[config.mk]
export PLATFORM = sky130hd
export DESIGN_NAME = dfs_adjacency_matrix_walk_top
export DESIGN_NICKNAME = d
export VERILOG_FILES = /design/src/rtl/dfsam_pkg.sv /design/src/rtl/dfs_adjacency_matrix_walk_top.sv /design/src/rtl/dfsam_sequencer.sv
export VERILOG_INCLUDE_DIRS = /design/src /design/src/rtl
export SDC_FILE = /design/constraint.sdc
export NUM_CORES = 1
export LEC_CHECK = 0
export ABC_AREA = 1
export BUFFER_PORTS_ARGS = -buffer_cell sky130_fd_sc_hd__buf_2
export CAP_MARGIN = 20
export CORE_UTILIZATION = 35
export CTS_CLUSTER_SIZE = 12
export DETAILED_ROUTE_END_ITERATION = 10
export GPL_ROUTABILITY_DRIVEN = 1
export PLACE_DENSITY = 0.5
export SYNTH_ARGS = -nofsm -noshare
export SYNTH_HDL_FRONTEND = slang
export SYNTH_SLANG_ARGS = --single-unit
[constraint.sdc]
create_clock -name clk -period 16.1 [get_ports clk]
set_clock_uncertainty 0.05 [all_clocks]
set_input_delay 0.805 -clock clk [delete_from_list [all_inputs] [get_ports clk]]
set_output_delay 0.805 -clock clk [all_outputs]
set_load 0.05 [all_outputs]
[src/rtl/dfs_adjacency_matrix_walk_top_assert.svh]
// ----------------------------------------------------------------------------
// DFS adjacency-matrix walk: assertion macros
// Concurrent assertion wrappers shared by the block; NO_ASSERTIONS drops them.
// ----------------------------------------------------------------------------
`ifndef DFS_ADJACENCY_MATRIX_WALK_TOP_ASSERT_SVH
`define DFS_ADJACENCY_MATRIX_WALK_TOP_ASSERT_SVH

`ifndef NO_ASSERTIONS

`define DFSAM_ASSERT_IMPLY(lbl, ante, cons) \
    lbl: assert property (@(posedge clk) disable iff (!rst_n) (ante) |-> (cons)) \
        else $error("dfsam assertion failed");

`define DFSAM_ASSERT_NEXT(lbl, ante, cons) \
    lbl: assert property (@(posedge clk) disable iff (!rst_n) (ante) |=> (cons)) \
        else $error("dfsam assertion failed");

`else

`define DFSAM_ASSERT_IMPLY(lbl, ante, cons)

`define DFSAM_ASSERT_NEXT(lbl, ante, cons)

`endif

`endif

[src/rtl/dfsam_pkg.sv]
// ----------------------------------------------------------------------------
// dfsam_pkg
// Widths, microcode encoding and control store of the DFS walk sequencer.
// ----------------------------------------------------------------------------
`default_nettype none

package dfsam_pkg;

    localparam int NODE_COUNT_W    = 5;
    localparam int IN_NODE_W       = 4;
    localparam int IO_VALUE_W      = 32;
    localparam int IO_ROW_W        = 16;
    localparam int MAX_NODES_DEF   = 16;
    localparam int VALUE_WIDTH_DEF = 32;
    localparam int MAX_RESULTS     = 16;
    localparam int RES_W           = 5;
    localparam int STEP_W          = 2;

    localparam logic [NODE_COUNT_W-1:0] NODE_COUNT_RESET = 5'd16;

    localparam logic OP_LOAD     = 1'b0;
    localparam logic OP_TRAVERSE = 1'b1;

    localparam logic [STEP_W-1:0] STEP_IDLE   = 2'd0;
    localparam logic [STEP_W-1:0] STEP_START  = 2'd1;
    localparam logic [STEP_W-1:0] STEP_SEARCH = 2'd2;
    localparam logic [STEP_W-1:0] STEP_FINAL  = 2'd3;

    localparam logic [1:0] ACT_ACCEPT = 2'd0;
    localparam logic [1:0] ACT_START  = 2'd1;
    localparam logic [1:0] ACT_SEARCH = 2'd2;
    localparam logic [1:0] ACT_FINAL  = 2'd3;

    localparam logic [1:0] COND_GO       = 2'd0;
    localparam logic [1:0] COND_ALWAYS   = 2'd1;
    localparam logic [1:0] COND_WALK_END = 2'd2;
    localparam logic [1:0] COND_OUT_FREE = 2'd3;

    typedef struct packed {
        logic [1:0]        act;
        logic [1:0]        cond;
        logic [STEP_W-1:0] jump;
        logic [STEP_W-1:0] next;
    } ucode_t;

    typedef struct packed {
        logic go;
        logic walk_end;
        logic out_free;
    } seq_status_t;

    function automatic ucode_t ucode_rom(input logic [STEP_W-1:0] step);
        ucode_t cw;
        case (step)
            STEP_IDLE:   cw = '{ACT_ACCEPT, COND_GO,       STEP_START,  STEP_IDLE};
            STEP_START:  cw = '{ACT_START,  COND_ALWAYS,   STEP_SEARCH, STEP_SEARCH};
            STEP_SEARCH: cw = '{ACT_SEARCH, COND_WALK_END, STEP_FINAL,  STEP_SEARCH};
            STEP_FINAL:  cw = '{ACT_FINAL,  COND_OUT_FREE, STEP_IDLE,   STEP_FINAL};
            default:     cw = '{ACT_ACCEPT, COND_GO,       STEP_START,  STEP_IDLE};
        endcase
        return cw;
    endfunction

endpackage

`default_nettype wire

[src/rtl/dfs_adjacency_matrix_walk_top.sv]
// ----------------------------------------------------------------------------
// dfs_adjacency_matrix_walk_top
// Preorder depth-first walk over a node table held as adjacency-matrix rows.
// ----------------------------------------------------------------------------
// Usage:
//   Input channel (in_valid/in_ready) takes one word per item. operation 0
//   loads node_value and adjacency_row for node_index; in_ready stays high.
//   operation 1 walks from start_node; the input channel stays closed
//   until the walk has handed its last word to the output register.
//   Output channel (out_valid/out_ready) gives one word per visited node,
//   lowest-numbered unvisited neighbor first; last_of_run marks the final one.
//   The first word enters the output register at the first push, or in the
//   final step if the start has no unvisited neighbor. The walk takes one
//   search step per push and one per pop. A start at or beyond node_count
//   gives no word. A receiver stall holds the output register and stalls
//   the walk at its next push or at its final word.
//   cfg_write_en/cfg_write_data set node_count; write only while idle.
//   Reset: node table and visited map clear, node_count is 16.
// ----------------------------------------------------------------------------
`default_nettype none

`include "dfs_adjacency_matrix_walk_top_assert.svh"

module dfs_adjacency_matrix_walk_top #(
    parameter int MAX_NODES   = dfsam_pkg::MAX_NODES_DEF,
    parameter int VALUE_WIDTH = dfsam_pkg::VALUE_WIDTH_DEF
) (
    input  wire logic                                  clk,
    input  wire logic                                  rst_n,
    input  wire logic                                  in_valid,
    output logic                                       in_ready,
    input  wire logic                                  operation,
    input  wire logic [dfsam_pkg::IN_NODE_W-1:0]       node_index,
    input  wire logic signed [dfsam_pkg::IO_VALUE_W-1:0] node_value,
    input  wire logic [dfsam_pkg::IO_ROW_W-1:0]        adjacency_row,
    input  wire logic [dfsam_pkg::IN_NODE_W-1:0]       start_node,
    output logic                                       out_valid,
    input  wire logic                                  out_ready,
    output logic [dfsam_pkg::IN_NODE_W-1:0]            visited_node,
    output logic signed [dfsam_pkg::IO_VALUE_W-1:0]    visited_value,
    output logic                                       last_of_run,
    input  wire logic                                  cfg_write_en,
    input  wire logic [dfsam_pkg::NODE_COUNT_W-1:0]    cfg_write_data
);
    import dfsam_pkg::*;

    localparam int NODE_W  = (MAX_NODES > 1) ? $clog2(MAX_NODES) : 1;
    localparam int DEPTH_W = $clog2(MAX_NODES + 1);
    localparam int CW      = (DEPTH_W > NODE_COUNT_W) ? DEPTH_W : NODE_COUNT_W;

    logic [MAX_NODES-1:0]          adj_rows_reg [MAX_NODES];
    logic signed [VALUE_WIDTH-1:0] values_reg   [MAX_NODES];
    logic [NODE_W-1:0]             stack_reg    [MAX_NODES];
    logic [MAX_NODES-1:0]          visited_reg;
    logic [DEPTH_W-1:0]            depth_reg;
    logic [RES_W-1:0]              k_reg;
    logic [NODE_W-1:0]             pend_reg;
    logic [NODE_COUNT_W-1:0]       node_count_reg;

    logic                          out_valid_reg;
    logic [IN_NODE_W-1:0]          out_node_reg;
    logic signed [IO_VALUE_W-1:0]  out_value_reg;
    logic                          out_last_reg;

    ucode_t                        cw;
    seq_status_t                   status;

    logic [CW-1:0]                 n_eff;
    logic [CW-1:0]                 nc_ext;
    logic [MAX_NODES-1:0]          node_mask;
    logic                          start_ok;
    logic                          load_ok;
    logic                          in_fire;
    logic                          out_free;
    logic                          out_load;
    logic [DEPTH_W-1:0]            depth_m1;
    logic [NODE_W-1:0]             top_node;
    logic [MAX_NODES-1:0]          cand;
    logic                          found;
    logic [NODE_W-1:0]             found_j;
    logic                          can_push;
    logic [63:0]                   start_wide;
    logic [63:0]                   index_wide;
    logic [63:0]                   row_wide;
    logic signed [63:0]            value_in_wide;
    logic signed [63:0]            value_out_wide;
    logic [63:0]                   pend_wide;

    dfsam_sequencer u_seq (
        .clk    (clk),
        .rst_n  (rst_n),
        .status (status),
        .cw     (cw)
    );

    assign in_ready      = (cw.act == ACT_ACCEPT);
    assign in_fire       = in_valid && in_ready;
    assign out_free      = !out_valid_reg || out_ready;
    assign out_valid     = out_valid_reg;
    assign visited_node  = out_node_reg;
    assign visited_value = out_value_reg;
    assign last_of_run   = out_last_reg;

    assign start_wide     = 64'(start_node);
    assign index_wide     = 64'(node_index);
    assign row_wide       = 64'(adjacency_row);
    assign value_in_wide  = 64'(node_value);
    assign value_out_wide = 64'(values_reg[pend_reg]);
    assign pend_wide      = 64'(pend_reg);

    always_comb
    begin
        nc_ext = CW'(node_count_reg);
        n_eff  = (nc_ext > CW'(MAX_NODES)) ? CW'(MAX_NODES) : nc_ext;
        for (int i = 0; i < MAX_NODES; i++)
        begin
            node_mask[i] = (CW'(i) < n_eff);
        end
    end

    assign start_ok = (CW'(start_node) < n_eff);
    assign load_ok  = (CW'(node_index) < CW'(MAX_NODES));

    assign depth_m1 = depth_reg - 1'b1;
    assign top_node = stack_reg[depth_m1[NODE_W-1:0]];
    assign cand     = adj_rows_reg[top_node] & ~visited_reg & node_mask;

    // lowest set candidate wins
    always_comb
    begin
        found   = 1'b0;
        found_j = '0;
        for (int i = MAX_NODES - 1; i >= 0; i--)
        begin
            if (cand[i])
            begin
                found   = 1'b1;
                found_j = NODE_W'(i);
            end
        end
    end

    assign can_push = found && (depth_reg < DEPTH_W'(MAX_NODES))
                      && (k_reg != RES_W'(MAX_RESULTS));

    assign out_load = ((cw.act == ACT_SEARCH) && can_push && out_free)
                      || ((cw.act == ACT_FINAL) && out_free);

    assign status.go       = in_fire && (operation == OP_TRAVERSE) && start_ok;
    assign status.walk_end = (k_reg == RES_W'(MAX_RESULTS))
                             || (!can_push && (depth_reg == DEPTH_W'(1)));
    assign status.out_free = out_free;

    always_ff @(posedge clk or negedge rst_n)
    begin
        if (!rst_n)
        begin
            node_count_reg <= NODE_COUNT_RESET;
        end
        else if (cfg_write_en)
        begin
            node_count_reg <= cfg_write_data;
        end
    end

    always_ff @(posedge clk or negedge rst_n)
    begin
        if (!rst_n)
        begin
            for (int i = 0; i < MAX_NODES; i++)
            begin
                adj_rows_reg[i] <= '0;
                values_reg[i]   <= '0;
            end
        end
        else if (in_fire && (operation == OP_LOAD) && load_ok)
        begin
            adj_rows_reg[index_wide[NODE_W-1:0]] <= row_wide[MAX_NODES-1:0];
            values_reg[index_wide[NODE_W-1:0]]   <= value_in_wide[VALUE_WIDTH-1:0];
        end
    end

    always_ff @(posedge clk or negedge rst_n)
    begin
        if (!rst_n)
        begin
            out_valid_reg <= 1'b0;
        end
        else if (out_load)
        begin
            out_valid_reg <= 1'b1;
        end
        else if (out_ready)
        begin
            out_valid_reg <= 1'b0;
        end
    end

    // walk datapath
    always_ff @(posedge clk or negedge rst_n)
    begin
        if (!rst_n)
        begin
            visited_reg   <= '0;
            depth_reg     <= '0;
            k_reg         <= '0;
        end
        else
        begin
            case (cw.act)
                ACT_ACCEPT:
                begin
                    if (in_fire && (operation == OP_TRAVERSE))
                    begin
                        visited_reg <= '0;
                        depth_reg   <= '0;
                        k_reg       <= '0;
                    end
                end
                ACT_START:
                begin
                    visited_reg[pend_reg] <= 1'b1;
                    depth_reg             <= DEPTH_W'(1);
                    k_reg                 <= RES_W'(1);
                end
                ACT_SEARCH:
                begin
                    if (can_push)
                    begin
                        if (out_free)
                        begin
                            visited_reg[found_j] <= 1'b1;
                            depth_reg            <= depth_reg + 1'b1;
                            k_reg                <= k_reg + 1'b1;
                        end
                    end
                    else if (k_reg != RES_W'(MAX_RESULTS))
                    begin
                        depth_reg <= depth_m1;
                    end
                end
                ACT_FINAL:
                begin
                    if (out_free)
                    begin
                        depth_reg     <= '0;
                    end
                end
                default:
                begin
                end
            endcase
        end
    end

    // payload registers
    always_ff @(posedge clk)
    begin
        case (cw.act)
            ACT_ACCEPT:
            begin
                if (in_fire)
                begin
                    pend_reg <= start_wide[NODE_W-1:0];
                end
            end
            ACT_START:
            begin
                stack_reg[0] <= pend_reg;
            end
            ACT_SEARCH:
            begin
                if (can_push && out_free)
                begin
                    out_node_reg  <= pend_wide[IN_NODE_W-1:0];
                    out_value_reg <= value_out_wide[IO_VALUE_W-1:0];
                    out_last_reg  <= 1'b0;
                    pend_reg      <= found_j;
                    stack_reg[depth_reg[NODE_W-1:0]] <= found_j;
                end
            end
            ACT_FINAL:
            begin
                if (out_free)
                begin
                    out_node_reg  <= pend_wide[IN_NODE_W-1:0];
                    out_value_reg <= value_out_wide[IO_VALUE_W-1:0];
                    out_last_reg  <= 1'b1;
                end
            end
            default:
            begin
            end
        endcase
    end

    `DFSAM_ASSERT_IMPLY(a_idle_stack_empty, in_ready, depth_reg == '0)
    `DFSAM_ASSERT_IMPLY(a_depth_bound, 1'b1, depth_reg <= DEPTH_W'(MAX_NODES))
    `DFSAM_ASSERT_IMPLY(a_result_bound, 1'b1, k_reg <= RES_W'(MAX_RESULTS))
    `DFSAM_ASSERT_NEXT(a_push_emits, (cw.act == ACT_SEARCH) && can_push && out_free, out_valid)

endmodule

`default_nettype wire

[src/rtl/dfsam_sequencer.sv]
// ----------------------------------------------------------------------------
// dfsam_sequencer
// Step counter over the control store; one conditional jump per step.
// ----------------------------------------------------------------------------
`default_nettype none

module dfsam_sequencer (
    input  wire logic                  clk,
    input  wire logic                  rst_n,
    input  wire dfsam_pkg::seq_status_t status,
    output dfsam_pkg::ucode_t          cw
);
    import dfsam_pkg::*;

    logic [STEP_W-1:0] step_reg;
    logic [STEP_W-1:0] step_next;
    logic              cond_true;

    assign cw = ucode_rom(step_reg);

    always_comb
    begin
        case (cw.cond)
            COND_GO:       cond_true = status.go;
            COND_ALWAYS:   cond_true = 1'b1;
            COND_WALK_END: cond_true = status.walk_end;
            COND_OUT_FREE: cond_true = status.out_free;
            default:       cond_true = 1'b0;
        endcase
        step_next = cond_true ? cw.jump : cw.next;
    end

    always_ff @(posedge clk or negedge rst_n)
    begin
        if (!rst_n)
        begin
            step_reg <= STEP_IDLE;
        end
        else
        begin
            step_reg <= step_next;
        end
    end

endmodule

`default_nettype wire
==> reports/metrics.sh <==
RUN_STATUS='finished, final reports clean'
DIE_AREA_MM2=0.1155
POWER.DENSITY_CELL_AREA_mW_PER_MM2=225.5
CLK_PIN_SLEW_PS=60
AREA.GROWTH.SYNTH_TO_FINAL_PCT=13.11
GRT_ANTENNA_BEFORE_REPAIR=1
SYNTH.CELL_AREA_MM2=0.03993
SYNTH-ASYNC-RESET-RATIO_PCT=88.42
WORST_SETUP_PATH_END_KIND='register'
DIEHEIGHT_UM=339.8
FIN_TOTAL_PWR_mW=10.18
TIMING_WORST_SETUP_PATH_TYPE='reg -> reg'
SYNTHESIS.INSTANCES=4571
SYNTH_EDF_COUNT=105
GLOBAL_ROUTE_CONGESTION_OVERFLOW_TOTAL=0
FINAL-SETUP-VIOL-COUNT=0
TIMING.SLEW.HEADROOM_PCT=29.39
POST_CTS.REPAIR.SETUP_BUFFERS=0
CAP_VIOL_MAX_COUNT=0
VIAS_IN_THE_FIRST_GLOBAL_ROUTE=30870
CTS_NUM_SINKS=907
ACHIEVABLE-FREQUENCY_GHz=0.1351
REGTOREGSETUPSLACK_PS=8700
COREAREA_MM2=0.1128
SYNTHFLOPTYPE='sky130_fd_sc_hd__dfrtp_1'
POST_SYNTH_MAIN_AREA_CONTRIBUTORS='sky130_fd_sc_hd__dfrtp_1, sky130_fd_sc_hd__nand2_1, sky130_fd_sc_hd__o21ai_0'
HOLDCRITPATHCLASS='in -> async'
POST_SYNTH.CELL_AREA_AVG_UM2=8.736
GRT_START_MAX_NET_PINS=160
SYNTH.CELLS.MOST_FREQUENT='sky130_fd_sc_hd__nand2_1, sky130_fd_sc_hd__dfrtp_1, sky130_fd_sc_hd__o21ai_0'
ANTENNA-DIODE-COUNT=0
GP_CONGESTION=0.8549
CTS_TREE='yes'
DETAIL_ROUTE.ITER0.VIOLATIONS=3243
CRITPATHMAXFANOUT=78
DETAIL-ROUTE-ANTENNA-NETS=0
ROUTED_WIRE_LENGTH_UM=126900
SYNTH.FF_LATCH_COUNT=907
YOSYS.AREA.TOP_TYPE='sky130_fd_sc_hd__dfrtp_1'
ROUTED_VIAS_INST=5.272
MAPPED_NETS=4650
POST_CTS_HOLD_BUFFER_COUNT=0
POST-SYNTH-TOP-COUNT-CELL='sky130_fd_sc_hd__nand2_1'
FINAL-SEQ-AREA_MM2=0.02322
YOSYSUNIQUECELLTYPES=46
GRT_PASS1_WL_UM=196000
STANDARD_CELL_ROW_COUNT=123
FINAL.PERIOD_UTILIZATION_PCT=45.98
WORSTPATHARRIVAL_PS=7680
AREA_OF_COMBINATIONAL_CELLS_WITH_MULTIPLE_INPUTS_MM2=0.01483
DETAILED_PLACE_HPWL_UM=69220
TIMING.SETUP.TNS_PS=0
CRITICAL_PATH.STARTPOINT_TYPE='register'
DRC_ERRORS=0
YOSYSWARNINGCOUNT=0
DRT_PRE_ANTENNA_ITERS=6
SYNTH.TOP_CELL.AREA_SHARE_PCT=50.19
TRITONCTS.NUM_BUFFERS=104
WL_PER_CELL_UM=20.93
MAX_SLEW.WORST_PIN.SLEW_PS=1059
SYNTH.YOSYS.SEQ_AREA_SHARE_PCT=58.16
CLOCK_INSERTION_DELAY_WORST_SKEW_PS=700
DIE_X_UM=339.8
TIMING_HOLD_VIOLATIONS_FINAL=0
FINALWORSTPATHREQUIREDPERIOD_PS=7403
IO_PINS=106
POWER.STATIC_LEAKAGE_nW=20.12
RSZ0062_AT_GRT='false'
LARGEST_REGISTER_FFS=512
CTS_ROOT_BUF='sky130_fd_sc_hd__clkbuf_16'
POWER.IR.VDD_WORST_mV=0.1912
H-TREE-DEPTH=3
VIA_COUNT=31980
FINAL_NETS=4558
FINAL_MAX_SLEW_VIOL_COUNT=0
PORT-BUFFER-COUNT=105
WORST_PATH_REQUIRED_PS=16370
FINAL_LAYOUT_SIZE_SUFFIX_GT1_SHARE_PCT=8.631
CTS_REPAIR_RESIZE_COUNT=0
LAYOUT.FILLER_CELLS=11370
FLOORPLAN.INITIALDENSITY_PCT=35.40
CTS_MAX_PATH_BUFFERS=3
GLOBALROUTETOTALUTIL_PCT=22.01
-- path summary, 6_finish.rpt --
kind / depth (start not counted) / endpoint / start
worst max-delay path: 25 / visited_value[8]$_DFFE_PP_ / depth_reg[0]$_DFFE_PN0P_
worst min-delay path: 1 / adj_rows_reg[104]$_DFFE_PN0P_ / rst_n
worst max register to register: 25 / visited_value[8]$_DFFE_PP_ / depth_reg[0]$_DFFE_PN0P_
worst min register to register: 2 / values_reg[274]$_DFFE_PN0P_ / values_reg[274]$_DFFE_PN0P_
max in group asynchronous: 4 / values_reg[362]$_DFFE_PN0P_ / rst_n
min in group clk: 3 / adj_rows_reg[251]$_DFFE_PN0P_ / adjacency_row[11]
-- per-stage QoR --
stage          hold WS (ps)  util, %  worst slack, ps  instances  cell area (um2)
2_1_floorplan         374.4        -             9811       4571            39930
3_3_place_gp          415.9    36.74             8875       5871            41450
3_5_place_dp          422.6    36.77             8726       5872            41480
4_1_cts               161.2    40.04             8732       6064            45160
5_1_grt               207.7    40.04             7982       6065            45170
6_report              114.6    40.04             8697       6065            45170
-- metal layers --
layer | track usage (%) | routed length, um | up-vias | share of wire (%)
li1 | - | - | 15170 | -
met1 | 33.00 | 61740 | 15810 | 49
met2 | 33.36 | 56020 | 838 | 44
met3 | 3.131 | 6572 | 163 | 5.2
met4 | 5.218 | 2594 | 0 | 2.0
met5 | 0 | 0 | - | 0
-- where the power goes --
group | total (mW) | internal [mW] | switching (mW)
combinational | 4.35 | 1.13 | 3.23
sequential | 3.31 | 3.00 | 0.312
clock | 2.52 | 1.53 | 0.992
total | 10.2 | 5.65 | 4.53
-- critical path, stage by stage, from the launching register on --
cell	delay, ps
sky130_fd_sc_hd__dfrtp_1	320
sky130_fd_sc_hd__buf_4	350
sky130_fd_sc_hd__inv_6	180
sky130_fd_sc_hd__ha_1	740
sky130_fd_sc_hd__inv_1	440
sky130_fd_sc_hd__nand3_1	220
sky130_fd_sc_hd__nand3_1	100
sky130_fd_sc_hd__nand3_2	270
sky130_fd_sc_hd__nand2_4	310
sky130_fd_sc_hd__inv_4	520
sky130_fd_sc_hd__buf_4	750
sky130_fd_sc_hd__nand2_1	100
sky130_fd_sc_hd__nand3_1	100
sky130_fd_sc_hd__nand3_1	90
sky130_fd_sc_hd__nand3_1	130
sky130_fd_sc_hd__nand4_1	190
sky130_fd_sc_hd__nand4_1	260
sky130_fd_sc_hd__nor3_2	80
sky130_fd_sc_hd__nand2_2	130
sky130_fd_sc_hd__nand3_4	120
sky130_fd_sc_hd__nor2_2	160
sky130_fd_sc_hd__inv_2	70
sky130_fd_sc_hd__nor2_2	340
sky130_fd_sc_hd__inv_2	190
sky130_fd_sc_hd__o21ai_4	90
sky130_fd_sc_hd__buf_4	590
-- cells by family (layout without fill, tap and decap cells) --
| logic type | count (synthesis) | after routing | synth area share (%) |
|---|---|---|---|
| and+or+nand+nor | 2149 | 2149 | 22.64 |
| AOI/OAI and AO/OA | 1000 | 1000 | 13.65 |
| DFF | 907 | 907 | 58.16 |
| buffers and inverters | 502 | 496 | 5.154 |
| adders and majority gates | 12 | 12 | 0.3760 |
| xor gates and xnor gates | 1 | 1 | 0.02194 |
-- cell type report --
| cell class | instances | area share [%] |
|---|---|---|
| well taps | 1500 | 4.155 |
| clock inverters | 36 | 1.296 |
| multi-input cells | 3162 | 32.83 |
| clock buffers | 156 | 6.867 |
| flip-flops and latches | 907 | 51.42 |
| repair buffers | 164 | 2.233 |
| inverters | 140 | 1.202 |
-- layout by cell type, fill, tap and decap left out, types with 70 or more instances in the layout --
cell type / Yosys / final
sky130_fd_sc_hd__nand2_1: 1395 / 1390
sky130_fd_sc_hd__dfrtp_1: 801 / 801
sky130_fd_sc_hd__o21ai_0: 764 / 763
sky130_fd_sc_hd__nand3_1: 561 / 554
sky130_fd_sc_hd__a22oi_1: 131 / 131
sky130_fd_sc_hd__inv_1: 127 / 126
sky130_fd_sc_hd__clkbuf_16: 0 / 107
sky130_fd_sc_hd__buf_2: 31 / 105
sky130_fd_sc_hd__edfxtp_1: 105 / 105
sky130_fd_sc_hd__nor2_1: 104 / 98
sky130_fd_sc_hd__a21oi_1: 70 / 70
Note: power is estimated with default switching activity, not from simulation.
